## src/sv/rpa_pkg.sv

```systemverilog
// Shared types, codes and default settings of the reference counted page allocator.
package rpa_pkg;

  localparam int ADDR_W     = 40;
  localparam int KIND_W     = 3;
  localparam int STATUS_W   = 2;
  localparam int REF_W      = 16;
  localparam int CFG_DATA_W = 64;
  localparam int CFG_ADDR_W = 5;
  localparam int CFG_IDX_LSB = 3;

  localparam int NUM_PAGES_DEF   = 32768;
  localparam int PAGE_SHIFT_DEF  = 12;
  localparam int COUNT_WIDTH_DEF = 16;

  // Request codes.
  localparam logic [KIND_W-1:0] KIND_ALLOC = 3'd0;
  localparam logic [KIND_W-1:0] KIND_FREE  = 3'd1;
  localparam logic [KIND_W-1:0] KIND_INC   = 3'd2;
  localparam logic [KIND_W-1:0] KIND_DEC   = 3'd3;
  localparam logic [KIND_W-1:0] KIND_READ  = 3'd4;

  // Result status codes.
  localparam logic [STATUS_W-1:0] ST_OK    = 2'd0;
  localparam logic [STATUS_W-1:0] ST_EMPTY = 2'd1;
  localparam logic [STATUS_W-1:0] ST_BAD   = 2'd2;
  localparam logic [STATUS_W-1:0] ST_FULL  = 2'd3;

  // Register indexes on the configuration port.
  localparam logic [1:0] REG_BASE  = 2'd0;
  localparam logic [1:0] REG_START = 2'd1;
  localparam logic [1:0] REG_TOP   = 2'd2;

  localparam logic [ADDR_W-1:0] BASE_RST  = 40'h00_8000_0000;
  localparam logic [ADDR_W-1:0] START_RST = 40'h00_8000_0000;
  localparam logic [ADDR_W-1:0] TOP_RST   = 40'h00_8800_0000;

  typedef struct packed {
    logic [ADDR_W-1:0] base_address;
    logic [ADDR_W-1:0] usable_start;
    logic [ADDR_W-1:0] phys_top;
  } cfg_regs_t;

  typedef struct packed {
    logic [STATUS_W-1:0]     status;
    logic [ADDR_W-1:0]       granted_address;
    logic signed [REF_W-1:0] ref_count;
  } result_t;

endpackage

```

## src/sv/rpa_cfg.sv

```systemverilog
// Configuration registers of the page allocator behind an APB-style port.
module rpa_cfg (
  input  logic                             clk,
  input  logic                             rst_n,
  input  logic                             psel,
  input  logic                             penable,
  input  logic                             pwrite,
  input  logic [rpa_pkg::CFG_ADDR_W-1:0]   paddr,
  input  logic [rpa_pkg::CFG_DATA_W-1:0]   pwdata,
  output logic [rpa_pkg::CFG_DATA_W-1:0]   prdata,
  output logic                             pready,
  output rpa_pkg::cfg_regs_t               regs
);
  import rpa_pkg::*;

  cfg_regs_t   regs_r;
  logic [1:0]  reg_idx;
  logic        wr_en;

  assign reg_idx = paddr[CFG_ADDR_W-1:CFG_IDX_LSB];
  assign wr_en   = psel && penable && pwrite;
  assign pready  = 1'b1;
  assign regs    = regs_r;

  always_ff @(posedge clk) begin
    if (!rst_n) begin
      regs_r.base_address <= BASE_RST;
      regs_r.usable_start <= START_RST;
      regs_r.phys_top     <= TOP_RST;
    end else if (wr_en) begin
      unique case (reg_idx)
        REG_BASE:  regs_r.base_address <= pwdata[ADDR_W-1:0];
        REG_START: regs_r.usable_start <= pwdata[ADDR_W-1:0];
        REG_TOP:   regs_r.phys_top     <= pwdata[ADDR_W-1:0];
        default: ;
      endcase
    end
  end

  always_comb begin
    unique case (reg_idx)
      REG_BASE:  prdata = CFG_DATA_W'(regs_r.base_address);
      REG_START: prdata = CFG_DATA_W'(regs_r.usable_start);
      REG_TOP:   prdata = CFG_DATA_W'(regs_r.phys_top);
      default:   prdata = '0;
    endcase
  end

endmodule

```

## config.mk

```make
export PLATFORM = sky130hd
export DESIGN_NAME = rpa_cfg
export DESIGN_NICKNAME = d
export VERILOG_FILES = /design/src/sv/rpa_pkg.sv /design/src/sv/rpa_cfg.sv
export SDC_FILE = /design/constraint.sdc
export NUM_CORES = 1
export LEC_CHECK = 0
export CAP_MARGIN = 0
export CORE_AREA = 2 2 151 153
export DETAILED_ROUTE_END_ITERATION = 6
export DIE_AREA = 0 0 153 155
export DONT_BUFFER_PORTS = 1
export GPL_TIMING_DRIVEN = 1
export PLACE_DENSITY = 0.47
export RECOVER_POWER = 50
export SYNTH_ARGS = -nofsm -noshare
export SYNTH_HDL_FRONTEND = slang
export SYNTH_SLANG_ARGS = --single-unit
export TNS_END_PERCENT = 30
```

## constraint.sdc

```tcl
create_clock -name clk -period 1.6 [get_ports clk]
set_input_delay 0.24 -clock clk [delete_from_list [all_inputs] [get_ports clk]]
set_output_delay 0.24 -clock clk [all_outputs]
set_load 0.1 [all_outputs]
```

# Yosys cells after proc, flatten, opt, wreduce, memory -nomap -nowiden
# Index checks and enable logic that the tools add are counted.
[totals] output_inout_bits=185 register_bits=120
[op_classes] n_reduce_logical=6 n_eq_ne=2 mux=1
[op_table] operator="$pmux W40 S3" n=1
[op_table] operator="$reduce_and A2 Y1" n=3
[op_table] operator="$eq A2 B1 Y1 const B" n=1
[op_table] operator="$eq A2 B2 Y1 const B" n=1
[op_table] operator="$logic_and A1 B1 Y1" n=2
[op_table] operator="$logic_not A2 Y1" n=1

# Depth between registers and ports, before layout
# Gate-level depths: netlist of the first run.
[depth] depth_word=3 ltp_mapped=5 depth_no_buf=3

# Least setup slack after synthesis of the first run
# Ideal clock, no wire load.
[synth_path] path_type="flip-flop to output port" startpoint="register regs_r (netlist bit regs[71])" endpoint="output prdata[31] (netlist bit)" arrival_time_ns=3.245 path_stages_with_launch=3 required_ns=1.360 setup_slack_ns=-1.885 path_buffers=0 cell_sequence="dfxtp_1 -> mux2i_1 -> o21ai_0"
[synth_between] elab_chain_cells=1
[synth_rtl] item="start: declaration" line="rpa_cfg.sv:16" text="cfg_regs_t regs_r;"
[synth_rtl] item="$pmux W40 S3" line="rpa_cfg.sv:41" text="unique case (reg_idx)"
[synth_rtl] item="end: declaration" line="rpa_cfg.sv:10" text="output logic [rpa_pkg::CFG_DATA_W-1:0] prdata,"
# Every way passes these cells.

# Final worst setup path of the first run
[layout_path] startpoint="register regs_r (netlist bit regs[55])" endpoint="output prdata[15] (netlist bit)"
# The elaborated chain is that of the path after synthesis.

==> results of run 1 <==
path summary, 6_finish.rpt:
kind / start / end / slack (ps) / cells after the start
setup / recovery: regs[55]$_SDFFE_PN0P_ / prdata[15] / 100 / 3
hold / removal: pwdata[4] / regs[4]$_SDFFE_PN0P_ / 10 / 2
setup reg to reg: regs[27]$_SDFFE_PN1P_ / regs[27]$_SDFFE_PN1P_ / 120 / 4
hold reg to reg: regs[10]$_SDFFE_PN0P_ / regs[10]$_SDFFE_PN0P_ / 470 / 2
cells by family after synthesis:
kind of cell	Yosys count
compound gates	46
buf+inv	73
flops	120
mux	157
other cells	2
simple gates	205
power by group through the flow:
stage,clock network (mW),registers (mW),logic (mW)
CTS,4.01,3.02,1.13
global route,4.15,3.02,1.15
finish,3.90,3.02,1.11
global placement,0,3.08,1.04
detailed placement,0,3.08,1.06
floorplan,0,3.38,0.728
per-stage QoR:
stage | power, mW | util [%]
finish | 8.03 | 38.1
global route | 8.32 | 38.1
CTS | 8.16 | 39.1
detailed placement | 4.14 | 36.1
global placement | 4.12 | 36.1
floorplan | 4.11 | -
cell type report:
class / instances / share of cell area, %
repair buffers: 174 / 20.3
inverters: 2 / 0.0888
well taps: 285 / 4.22
clock buffers: 24 / 6.07
clock inverters: 7 / 1.04
flip-flops and latches: 120 / 30.7
multi-input cells: 433 / 37.6
repair_timing:
action                                 in CTS  in global routing
endpoints found under the hold margin      60                  3
buffers inserted                            0                  0
hold buffers                                4                  1
critical path, stage by stage (launching register included):
cell,delay [ps]
dfxtp_4,340
mux2i_1,260
o21ai_4,90
buf_12,170
layer usage:
layer / up-vias / GRT usage, % / share of wire, %
met2: 158 / 28.8 / 51
met4: 0 / 4.59 / 1.2
met5: - / 0 / 0
li1: 2263 / - / -
met3: 19 / 6.13 / 7.5
met1: 2298 / 17.8 / 40
placed cells by master, fill, tap and decap left out, drive strengths merged:
| master | netlist | final |
|---|---|---|
| dfxtp | 120 | 120 |
| nor2b | 3 | 3 |
| conb | 2 | 25 |
| bufinv | 0 | 2 |
| nor3 | 1 | 1 |
| or2 | 1 | 1 |
| mux2i | 157 | 157 |
| or3 | 1 | 1 |
| nor3b | 1 | 1 |
| clkbuf | 26 | 105 |
| or3b | 1 | 1 |
| nand2 | 195 | 195 |
| buf | 45 | 90 |
| nand3 | 1 | 1 |
| clkinv | 0 | 3 |
| inv | 2 | 4 |
| o31ai | 1 | 1 |
| dlygate4sd3 | 0 | 3 |
| o211ai | 3 | 3 |
| o21ai | 42 | 42 |
| nand2b | 1 | 1 |
==> metrics.csv, run 1 <==
metric;value;unit
outcome;finished clean;
yosysWarnings;0;
worst_hold_slack;15.0;ps
seq_area;2600;µm²
synth_cells;603;
antenna-diode-count;0;
min_period;1500;ps
p_int;5.76;mW
cts_tree;yes;
switching_share;28.3;%
synth_area;5440;µm²
routed_wl;19300;µm
synth.most_common_cell;nand2_1;
criticalPathCategory;reg2out;
pwr-share-clk;48.6;%
nets;822;
hold_viol_final;0;
synthArstFlopShare;0;%
first_iter_violations;107;
io_buffers;0;
vias;4738;
synth-xor-area-share;0;%
grt_max_degree;61;
cts_resized;0;
cap_viol_max_count;0;
yosys.area.top_type;dfxtp_1;
ys.flop_type;dfxtp_1;
cts.sinks;120;
dp_hpwl;11800;µm
synth_seq_cells;120;
start_util;24.5;%
start_kind;register;
yosysTopAreaCellShare;44.2;%
ant_nets;0;
synth_adder_area_share;0;%
rows;55;
largest_reg_flops;120;
drive_above_1_share;46.7;%
clk_latency;400;ps
yosys.area_share.simple;14.8;%
post-place-cells;1009;
synth_top_family_by_area;multiplexers;
rsz0062_at_grt;no;
root_buffer;clkbuf_16;
switching_power;2.27;mW
setup_viol;0;
grtUsageTotal;16.1;%
p_leak;3.86;nW
syn_avg_cell_area;9.02;µm²
slew_headroom;54.6;%
vdd.ir_drop.worst;0.517;mV
synth_area_leaders;dfxtp_1 (44%), mux2i_1 (29%), nand2_1 (13%);
synth.area.mux_share;28.9;%
postPlaceCellArea;8010;µm²
cts_buffer_depth;2;
synth_cell_types;20;
synth_compound_area_share;4.42;%
cts_buffers;17;
crit_fanout;2;
firstDrtPassIters;4;
yosysSeqAreaShare;44.2;%
worst_ep_required_time;1360;ps
grt_pass1_wl;29300;µm
synthTopCellsByCount;nand2_1 (195), mux2i_1 (157), dfxtp_1 (120);
clk_pin_slew;60;ps
grt_overflow;0;
multi_input_area;3180;µm²
drc;0;
synth_edf_count;0;
wl_per_cell;18.5;µm
grt_pass1_vias;5105;
clock_skew;0;ps
hp-class;in2reg;
power_density;949;nW/µm²
drv_slew;0;
max_freq;668;MHz
coreArea;22200;µm²
fillers;2213;
seqPwrFrac;37.6;%
cp-end-kind;output pin;
period_share;93.6;%
finalNonFillerCells;1045;
cp.arrival;1260;ps
area_growth;55.5;%
via_per_inst;4.53;
final.setup.tns;0;ps
worst-slew-pin-transition;680;ps
gp_congestion;0.766;
die_w;153;µm
preCtsSetupSlack;92.7;ps
pin_count;259;
antenna_found_initial;0;
combPwrFrac;13.8;%
die_area;23700;µm²
die_y;155;µm
stdcell_area;8460;µm²
setup_ws;102;ps
ctsHtreeMaxLevel;4;
(Power assumes the default switching activity.)
==> run 2: changes to the inputs <==
--- a/config.mk
+++ b/config.mk
@@ -6,13 +6,14 @@
 export NUM_CORES = 1
 export LEC_CHECK = 0
 export CAP_MARGIN = 0
-export CORE_AREA = 2 2 151 153
+export CORE_AREA = 2 2 194 120
 export DETAILED_ROUTE_END_ITERATION = 6
-export DIE_AREA = 0 0 153 155
+export DIE_AREA = 0 0 196 122
 export DONT_BUFFER_PORTS = 1
 export GPL_TIMING_DRIVEN = 1
 export PLACE_DENSITY = 0.47
 export RECOVER_POWER = 50
+export SETUP_SLACK_MARGIN = 0.3
 export SYNTH_ARGS = -nofsm -noshare
 export SYNTH_HDL_FRONTEND = slang
 export SYNTH_SLANG_ARGS = --single-unit
==> metrics.csv, run 2 (synthesis results as in run 1) <==
metric;value;unit;change
start_kind;register;;unchanged
hold_viol_final;0;;unchanged
antenna-diode-count;0;;unchanged
cp.arrival;1430;ps;was 1260 ps
via_per_inst;4.55;;was 4.53
final_cell_mix;nand2_1 (195), mux2i_1 (117), dfxtp_2 (89);;was nand2_1 (195), mux2i_1 (157), dfxtp_2 (85)
power.total;8.22;mW;was 8.03 mW
max_freq;600;MHz;was 668 MHz
drc;0;;unchanged
ctsHtreeMaxLevel;4;;unchanged
cts_buffers;17;;unchanged
die_y;122;µm;was 155 µm
multi_input_area;3600;µm²;was 3180 µm²
fillers;2128;;was 2213
period_share;104;%;was 93.6%
finalNonFillerCells;1072;;was 1045
pin_count;259;;unchanged
antenna_found_initial;0;;unchanged
die_area;23900;µm²;was 23700 µm²
crit_path_cell_trace;mux2i_4, o21ai_4;;was mux2i_1, o21ai_4, buf_12
min_period;1670;ps;was 1500 ps
start_util;24.3;%;was 24.5%
largest_reg_flops;120;;unchanged
gp_congestion;0.766;;about the same
rows;43;;was 55
ant_nets;0;;unchanged
setup_viol;9;;was 0
cp-end-kind;output pin;;unchanged
io_buffers;0;;unchanged
p_leak;3.93;nW;was 3.86 nW
setup_ws;-66.7;ps;was 102 ps
criticalPathCategory;reg2out;;unchanged
die_w;196;µm;was 153 µm
outcome;complete, but fails checks;;was finished clean
cap_viol_max_count;0;;unchanged
routed_wl;19900;µm;was 19300 µm
drv_slew;0;;unchanged
clk_latency;410;ps;was 400 ps
rsz0062_at_grt;yes;;was no
cp_slowest_cell;o21ai_4;;was dfxtp_4
root_buffer;clkbuf_16;;unchanged
nets;841;;was 822
top_usage_layer;met2;;unchanged
crit_fanout;2;;unchanged
slew_headroom;49.2;%;was 54.6%
worst-slew-pin-transition;762;ps;was 680 ps
grt_pass1_wl;29200;µm;was 29300 µm
grt_max_degree;161;;was 61
use_met1;19.6;%;was 17.8%
cts_tree;yes;;unchanged
dp_hpwl;12500;µm;was 11800 µm
vdd.ir_drop.worst;0.835;mV;was 0.517 mV
clk_pin_slew;60;ps;about the same
drive_above_1_share;52.7;%;was 46.7%
wl_per_cell;18.6;µm;was 18.5 µm
power_density;885;nW/µm²;was 949 nW/µm²
firstDrtPassIters;5;;was 4
seq_area;2620;µm²;was 2600 µm²
cts.sinks;120;;unchanged
grt_pass1_vias;5037;;was 5105
cts_buffer_depth;2;;unchanged
hp-class;in2reg;;unchanged
grtUsageTotal;16.2;%;was 16.1%
grt_util_met3;7.83;%;was 6.13%
coreArea;22400;µm²;was 22200 µm²
worst_ep_required_time;1360;ps;about the same
clock_skew;0;ps;unchanged
failed_checks;negative setup slack;;
first_iter_violations;98;;was 107
grt_overflow;0;;unchanged
vias;4878;;was 4738
area_growth;70.9;%;was 55.5%
preCtsSetupSlack;185;ps;was 92.7 ps
grt_use_met2;25.8;%;was 28.8%
final_common_cell;nand2_1;;unchanged
slowest_delay;580;ps;was 340 ps
post-place-cells;1008;;was 1009
run 2: cell types whose count changed in the layout (fill, tap and decap cells not counted), sizes merged:
cell,delta
bufinv,+1
clkinv,+3
clkbuf,-53
dlygate4sd3,+12
clkinvlp,+1
buf,+56
run 2: report_power, final:
group	leakage, nW	internal [mW]	switching (mW)
Combinational	2.59	0.280	0.874
Sequential	1.03	2.99	0.0345
Clock	0.311	2.61	1.43
run 2: final timing paths:
kind,slack (ps),startpoint,endpoint,depth (start not counted)
setup / recovery,-70,regs[57]$_SDFFE_PN0P_,prdata[17],2
hold / removal,20,pwdata[6],regs[6]$_SDFFE_PN0P_,2
setup reg to reg,350,regs[70]$_SDFFE_PN0P_,regs[70]$_SDFFE_PN0P_,4
hold reg to reg,530,regs[31]$_SDFFE_PN1P_,regs[31]$_SDFFE_PN1P_,2
run 2: layout make-up:
class,instances,share of cell area (%)
multi-input combinational,433,38.7
clock inverter,12,1.55
sequential,120,28.2
tap,292,3.93
clock buffer,20,5.14
timing repair buffer,193,22.4
inverter,2,0.0808
run 2: through the flow:
stage	setup TNS, ps	util, %	cell area [µm²]	hold WS (ps)
global route	-883	41.5	9300	1.80
floorplan	-2310	-	6330	394
global placement	0	35.2	7890	352
CTS	-716	41.9	9390	-95.9
detailed placement	0	35.2	7890	361
finish	-443	41.5	9300	16.3
run 2: layer usage:
metal  share of wire, %  wire [µm]
met3                8.8       1760
met2                 46       9250
met1                 44       8750
met4               0.95        190
met5                  0          0
run 2: worst max-delay path, delay by kind of cell (launching register included):
family	cells	cell delay [ps]
AO/OA/AOI/OAI	1	580
flip-flops	1	350
multiplexers	1	70
run 2: repair_timing:
action	CTS	global route
buffers inserted	5	10
cloned	0	0
hold buffers	13	4
setup endpoints to repair	148	68
resized for setup	162	15
hold endpoints to repair	117	40
pin swaps	9	16
==> run 3: changes to the inputs <==
--- a/config.mk
+++ b/config.mk
@@ -11,7 +11,7 @@
 export DIE_AREA = 0 0 196 122
 export DONT_BUFFER_PORTS = 1
 export GPL_TIMING_DRIVEN = 1
-export PLACE_DENSITY = 0.47
+export PLACE_DENSITY = 0.36
 export RECOVER_POWER = 50
 export SETUP_SLACK_MARGIN = 0.3
 export SYNTH_ARGS = -nofsm -noshare
==> metrics.csv, run 3 (synthesis results as in run 1) <==
metric;value;unit;change
outcome;finished clean;;was complete, but fails checks
coreArea;22400;µm²;unchanged
root_buffer;clkbuf_16;;unchanged
ant_nets;0;;unchanged
cp_slowest_cell;clkbuf_2;;was o21ai_4
slew_headroom;50.3;%;was 49.2%
area_growth;66.2;%;was 70.9%
die_y;122;µm;unchanged
grt_pass1_wl;29200;µm;about the same
crit_fanout;2;;unchanged
start_kind;register;;unchanged
grt_pass1_vias;4916;;was 5037
wl_per_cell;18.6;µm;about the same
die_w;196;µm;unchanged
worst-slew-pin-transition;745;ps;was 762 ps
min_period;1500;ps;was 1670 ps
nets;836;;was 841
firstDrtPassIters;6;;was 5
cp.arrival;1260;ps;was 1430 ps
crit_family;buffers and inverters;;was compound AO/OA/AOI/OAI gates
final_common_cell;nand2_1;;unchanged
p_leak;3.85;nW;was 3.93 nW
ctsHtreeMaxLevel;4;;unchanged
power_density;906;nW/µm²;was 885 nW/µm²
stdcell_area;9040;µm²;was 9300 µm²
cts.sinks;120;;unchanged
hp-class;in2reg;;unchanged
period_share;93.8;%;was 104%
antenna_found_initial;0;;unchanged
max_freq;666;MHz;was 600 MHz
dp_hpwl;12500;µm;about the same
cts_buffers;17;;unchanged
slowest_delay;490;ps;was 580 ps
criticalPathCategory;reg2out;;unchanged
drive_above_1_share;51.0;%;was 52.7%
post-place-cells;1018;;was 1008
rsz0062_at_grt;yes;;unchanged
die_area;23900;µm²;unchanged
gp_congestion;0.748;;was 0.766
clk_pin_slew;60;ps;about the same
drc;0;;unchanged
grt_max_degree;161;;unchanged
crit_path_cell_trace;clkbuf_2;;was mux2i_4, o21ai_4
cts_buffer_depth;2;;unchanged
setup_viol;0;;was 9
first_iter_violations;122;;was 98
drv_slew;0;;unchanged
vdd.ir_drop.worst;0.670;mV;was 0.835 mV
rows;43;;unchanged
grtUsageTotal;16.2;%;about the same
timing.critical_path.buf_inv;1;;was 0
postPlaceCellArea;8080;µm²;was 7890 µm²
cp-end-kind;output pin;;unchanged
largest_reg_flops;120;;unchanged
io_buffers;0;;unchanged
fin_util;40.4;%;was 41.5%
vias;4744;;was 4878
clk_latency;410;ps;about the same
clock_skew;0;ps;unchanged
final_cell_mix;nand2_1 (195), mux2i_1 (117), dfxtp_2 (78);;was nand2_1 (195), mux2i_1 (117), dfxtp_2 (89)
hold_viol_final;0;;unchanged
cap_viol_max_count;0;;unchanged
grt_overflow;0;;unchanged
cts_tree;yes;;unchanged
worst_ep_required_time;1360;ps;about the same
start_util;24.3;%;unchanged
routed_wl;19900;µm;about the same
worst_hold_slack;3.83;ps;was 16.3 ps
via_per_inst;4.44;;was 4.55
pin_count;259;;unchanged
power.total;8.19;mW;was 8.22 mW
finalNonFillerCells;1068;;was 1072
[run 3: repair_timing]
action | in CTS | in global routing
hold buffers | 5 | 7
endpoints found under the hold margin | 119 | 34
endpoints found under the setup margin | 81 | 159
gates resized for setup | 34 | 34
buffers inserted | 0 | 5
pin swaps | 0 | 12
[run 3: path summary, 6_finish.rpt]
check | slack [ps] | to | startpoint | depth (start not counted)
setup / recovery | 100 | regs[95] | regs[95]$_SDFFE_PN0P_ | 1
hold reg to reg | 740 | regs[81]$_SDFFE_PN0P_ | regs[81]$_SDFFE_PN0P_ | 3
setup reg to reg | 400 | regs[31]$_SDFFE_PN1P_ | regs[31]$_SDFFE_PN1P_ | 3
hold / removal | 4 | regs[59]$_SDFFE_PN0P_ | rst_n | 2
[run 3: per-stage QoR]
stage,setup slack (ps),setup TNS [ps]
after floorplan,-81.5,-2310
after global placement,190,0
after detailed placement,171,0
after CTS,127,0
after global routing,56.1,0
final,98.7,0
[run 3: area by class of cell]
type                            count  area (µm²)
Fill cell                        2188       13300
Multi-Input combinational cell    433        3610
Sequential cell                   120        2590
Timing Repair Buffer              188        1830
Clock buffer                       26         541
Tap cell                          292         365
Clock inverter                      6        82.6
Inverter                            2        7.51
Antenna cell                        1        2.50
[run 3: metal layers]
layer / global-route usage [%] / vias up / share of wire, %
li1: - / 2302 / -
met3: 7.78 / 10 / 8.9
met4: 4.02 / 0 / 0.76
met2: 24.9 / 130 / 46
met5: 0 / - / 0
met1: 20.5 / 2302 / 45
[run 3: where the power goes]
group          internal (mW)  leakage (nW)  switching, mW  total [mW]
registers               3.00          1.02         0.0307        3.03
logic                  0.264          2.52          0.873        1.14
clock network           2.63         0.307           1.39        4.02
total                   5.89          3.85           2.30        8.19
